[src/rtl/jih_pkg.sv]
// Types and constants shared by the joint intensity histogram modules.
package jih_pkg;

    localparam int GREY_W  = 8;
    localparam int COORD_W = 12;
    localparam int DIM_W   = 13;
    localparam int COLOR_W = 8;
    localparam int RBIN_W  = 4;
    localparam int OUT_W   = 32;
    localparam int CFG_IDX_W  = 3;
    localparam int CFG_DATA_W = 13;

    localparam logic [1:0] REQ_ACCUM = 2'd0;
    localparam logic [1:0] REQ_CLEAR = 2'd1;
    localparam logic [1:0] REQ_READ  = 2'd2;

    localparam logic [CFG_IDX_W-1:0] CFG_WIDTH  = 3'd0;
    localparam logic [CFG_IDX_W-1:0] CFG_HEIGHT = 3'd1;
    localparam logic [CFG_IDX_W-1:0] CFG_BLUE   = 3'd2;
    localparam logic [CFG_IDX_W-1:0] CFG_GREEN  = 3'd3;
    localparam logic [CFG_IDX_W-1:0] CFG_RED    = 3'd4;

    localparam logic [DIM_W-1:0]   WIDTH_RESET  = 13'd640;
    localparam logic [DIM_W-1:0]   HEIGHT_RESET = 13'd480;
    localparam logic [COLOR_W-1:0] BLUE_RESET   = 8'd255;
    localparam logic [COLOR_W-1:0] GREEN_RESET  = 8'd0;
    localparam logic [COLOR_W-1:0] RED_RESET    = 8'd0;

    typedef struct packed {
        logic [1:0]         req_type;
        logic [COORD_W-1:0] pixel_row;
        logic [COORD_W-1:0] pixel_col;
        logic [COLOR_W-1:0] rendered_blue;
        logic [COLOR_W-1:0] rendered_green;
        logic [COLOR_W-1:0] rendered_red;
        logic [GREY_W-1:0]  rendered_grey;
        logic [GREY_W-1:0]  video_grey;
        logic [RBIN_W-1:0]  read_rendered_bin;
        logic [RBIN_W-1:0]  read_video_bin;
    } jih_item_t;

    typedef struct packed {
        logic             sample_taken;
        logic [OUT_W-1:0] joint_count;
        logic [OUT_W-1:0] rendered_count;
        logic [OUT_W-1:0] video_count;
        logic [OUT_W-1:0] total_count;
    } jih_result_t;

    typedef struct packed {
        logic capture;
        logic lookup;
        logic sweep;
        logic commit;
    } jih_cmd_t;

    typedef struct packed {
        logic [1:0] req_type;
        logic       sweep_last;
        logic       out_blocked;
    } jih_status_t;

endpackage

[src/rtl/jih_ctrl.sv]
// Sequencing controller for the joint intensity histogram.
module jih_ctrl (
    input  logic                 clk,
    input  logic                 rst_n,
    input  logic                 in_valid,
    output logic                 in_stall,
    input  jih_pkg::jih_status_t status,
    output jih_pkg::jih_cmd_t    cmd
);
    import jih_pkg::*;

    localparam logic [2:0] ST_RST_CLR = 3'd0;
    localparam logic [2:0] ST_IDLE    = 3'd1;
    localparam logic [2:0] ST_LOOKUP  = 3'd2;
    localparam logic [2:0] ST_CLEAR   = 3'd3;
    localparam logic [2:0] ST_COMMIT  = 3'd4;

    logic [2:0] state_reg;
    logic [2:0] state_next;

    assign in_stall = (state_reg != ST_IDLE);

    always_comb
    begin
        cmd        = '0;
        state_next = state_reg;
        unique case (state_reg)
            ST_RST_CLR:
            begin
                cmd.sweep = 1'b1;
                if (status.sweep_last)
                begin
                    state_next = ST_IDLE;
                end
            end
            ST_IDLE:
            begin
                if (in_valid)
                begin
                    cmd.capture = 1'b1;
                    state_next  = ST_LOOKUP;
                end
            end
            ST_LOOKUP:
            begin
                cmd.lookup = 1'b1;
                if (status.req_type == REQ_CLEAR)
                begin
                    state_next = ST_CLEAR;
                end
                else
                begin
                    state_next = ST_COMMIT;
                end
            end
            ST_CLEAR:
            begin
                cmd.sweep = 1'b1;
                if (status.sweep_last)
                begin
                    state_next = ST_COMMIT;
                end
            end
            ST_COMMIT:
            begin
                if (!status.out_blocked)
                begin
                    cmd.commit = 1'b1;
                    state_next = ST_IDLE;
                end
            end
            default:
            begin
                state_next = ST_RST_CLR;
            end
        endcase
    end

    always_ff @(posedge clk or negedge rst_n)
    begin
        if (!rst_n)
        begin
            state_reg <= ST_RST_CLR;
        end
        else
        begin
            state_reg <= state_next;
        end
    end

    a_commit_free: assert property (@(posedge clk) disable iff (!rst_n)
        cmd.commit |-> !status.out_blocked)
        else $error("result committed while output register is held");

    a_capture_lookup: assert property (@(posedge clk) disable iff (!rst_n)
        cmd.capture |=> state_reg == ST_LOOKUP)
        else $error("captured item not followed by lookup");

    a_sweep_state: assert property (@(posedge clk) disable iff (!rst_n)
        cmd.sweep |-> (state_reg == ST_CLEAR || state_reg == ST_RST_CLR))
        else $error("clearing sweep outside a clearing state");

endmodule

[config.mk]
export PLATFORM = sky130hd
export DESIGN_NAME = jih_ctrl
export DESIGN_NICKNAME = d
export VERILOG_FILES = /design/src/rtl/jih_pkg.sv /design/src/rtl/jih_ctrl.sv
export SDC_FILE = /design/constraint.sdc
export NUM_CORES = 1
export LEC_CHECK = 0
export BUFFER_PORTS_ARGS = -buffer_cell sky130_fd_sc_hd__buf_2
export CAP_MARGIN = 20
export CORE_AREA = 5 5 42 44
export CTS_BUF_LIST = sky130_fd_sc_hd__clkbuf_2
export DETAILED_ROUTE_END_ITERATION = 7
export DIE_AREA = 0 0 47 49
export PLACE_DENSITY = 0.39
export SYNTH_ARGS = -nofsm -noshare
export SYNTH_HDL_FRONTEND = slang
export SYNTH_SLANG_ARGS = --single-unit
[constraint.sdc]
create_clock -name clk -period 1.8 [get_ports clk]
set_input_delay 0.27 -clock clk [delete_from_list [all_inputs] [get_ports clk]]
set_output_delay 0.27 -clock clk [all_outputs]
set_load 0.05 [all_outputs]
==> metrics <==
EDFF count, synth=0; YS warnings=0; first-pass GRT wire length=1.00 mm; DR WL met3=42 um; Synth Area in Compound Gates=between 10% and 20%; DP Wirelength=473 um; setup TNS=0 ns; Seq/Total Area, Yosys=30.6%; R2R Setup Slk=0.28 ns; reg2reg end=state_reg[0]$_DFFE_PN0P_; DR top layer=met4; Die W=approximately 47 um; Async SR Flop Fraction=100%; Net count, final=53; ant diodes=0; Syn Std Cell Area=245 um^2; final WL=625 um; Port Buffer Count=11; Final Skew=0.000707 ns; Mean Syn Cell Area=approximately 8.5 um^2; routed length on met1=247 um; FMAX=between 500 and 600 MHz; initial core utilization=17.5%; Syn Nets=36; clock-pin slew on the worst setup and hold paths=about 0.040 ns; antenna violations before repair=0; unrepaired setup endpoints after global routing=no; Vias/cell=4.11; global route overflow=0; final setup violation count=0; worst skew pair latency=0.21 ns; CTS max path bufs=2; antenna-violating nets left=0; final slew viol count=0; Filler cells=around 170; die height=49 um; hold buffer count at cts=1; GP Congestion=0.742; #FFs+latches synth=3; Startpoint Class=flip-flop; share of cells above drive strength 1=approximately 47%; Num CTS Buffers=3; maximum VDD drop=0.000588 V; DR WL met2=between 300 and 400 um; Slew HR=76.7%; leakage power=around 0.18 nW; multi-input logic area=159 um^2; Hold Fails Final Rpt=0; period utilization=93.4%; worst setup margin=approximately 0.12 ns; post-synthesis mux area share=a little over a tenth; cts repair resizes=0; crit path capture type=primary output; Synth Area in Adders=0%; top post-synthesis cells by count=5 x nor2_1, 3 x dfrtp_1, 3 x nand2b_1; Core ar.=between 0.001 and 0.0015 mm^2; DP Worst Slack=0.295 ns; Max Cap Viol=0; H-tree lvl count=1; Period minus WS final=1.68 ns; setup bufs post-CTS=0; post-synth top area share=between 30% and 40%; FP Rows=14; CTS root buffer=clkbuf_2; Data arrival, critical path=1.41 ns; largest net degree at the start of global routing=8; vias in the first global route=254; initial DRC count=1; outcome=finished clean; worst r2r path cells=4; pwr dens=2060 mW/mm^2; drt pass-1 iters=2; launch point of the worst reg-to-reg path=state_reg[0]$_DFFE_PN0P_; Synth Area in Simple Gates=30.1%; WP data required=1.53 ns; worst-margin pin slew=0.348 ns; Overall Power=roughly 0.00074 W; GRT Util Overall=6.85%; register area=75.1 um^2; Mapped Cells=29; worst setup path class=flip-flop to primary output; combinational family with the most area after synthesis=simple AND/OR/NAND/NOR gates; placed insts=56; I/O pin count=12; post-synth cell types=20; Worst Setup SP=state_reg[0]$_DFFE_PN0P_; Hold WC Path Type=input port to async pin; Non-Filler Instances=61; max FFs per register=3; Die Footprint=0.00230 mm^2; Critical Path Fanout Max=6; most frequent cell after synthesis=nor2_1; CTS Sinks=3; Area contributors post-synth=dfrtp_1 31%, nand2b_1 7.7%, nor2_1 7.7%, mux2_4 6.1%, buf_6 4.6%; CTS tree=done; critical path endpoint=cmd[3]; dominant synthesized flop cell=dfrtp_1; WL per Instance=~10 um; Synth Area in XOR/XNOR=3.57%; Area Overhead vs Synth=45.9%; cell taking the most area after synthesis=dfrtp_1; Via Count=251; DRC viols=0
-- cell usage in the layout, fill, tap and decap left out --
cell type and count:
mux2_4 1, clkbuf_2 4, nor2_1 4, buf_4 2
mux2_1 1, nor2_4 1, o31ai_1 1, o21ai_0 2
nand2_1 1, nand2b_1 3, xor2_1 1, nor3b_1 1
o21a_1 1, or2_2 1, buf_2 11, inv_1 1
nand3_1 1, nor2b_1 1, o21ai_2 1, nand3b_1 1
a221oi_1 1, dlygate4sd3_1 1, dfrtp_1 3
-- worst min path at each step --
| stage | endpoint | slack (ns) |
|---|---|---|
| global route | state_reg[0]$_DFFE_PN0P_ | 0.40 |
| CTS | state_reg[0]$_DFFE_PN0P_ | 0.37 |
| global placement | state_reg[2]$_DFFE_PN0P_ | 0.07 |
| finish | state_reg[0]$_DFFE_PN0P_ | 0.38 |
| detailed placement | state_reg[2]$_DFFE_PN0P_ | 0.07 |
| floorplan | state_reg[0]$_DFFE_PN0P_ | -0.03 |
-- area by class of cell --
| cell class | instances | area share [%] |
|---|---|---|
| clock buffers | 4 | 5.59 |
| inverters | 1 | 1.05 |
| multi-input cells | 23 | 44.4 |
| flip-flops and latches | 3 | 21.0 |
| well taps | 16 | 5.59 |
| repair buffers | 14 | 22.4 |
-- where the power goes --
part           leakage (nW)  switching [W]  internal [W]  total (W)
logic                 0.121       0.000328      0.000172   0.000500
registers            0.0383      0.0000425     0.0000985   0.000141
clock network        0.0166      0.0000384     0.0000586  0.0000970
-- layer usage --
layer | up-vias | global-route usage (%)
met5 | - | 0
met3 | 4 | 1.11
li1 | 133 | -
met4 | 0 | 9.68
met1 | 104 | 7.96
met2 | 10 | 8.37
-- critical path: stages (launching register included) --
cell and delay (ns):
dfrtp_1 0.45, nand2b_1 0.10, or2_2 0.31, nor2_4 0.08, buf_2 0.26
-- kinds of logic (layout without fill, tap and decap cells) --
family / count (synthesis) / after routing
multiplexers: 2 / 2
XOR/XNOR: 1 / 1
AO/OA/AOI/OAI: 6 / 6
AND/OR/NAND/NOR: 14 / 14
buffers and inverters: 3 / 19
flip-flops: 3 / 3
-- metrics by stage --
stage	hold slack, ns	area [um^2]	util, %
after floorplan	-0.0256	253	-
after global placement	0.0696	328	23.4
after detailed placement	0.0697	328	23.4
after CTS	0.373	358	25.5
after global routing	0.396	358	25.5
final	0.380	358	25.5
(Power assumes the default switching activity.)
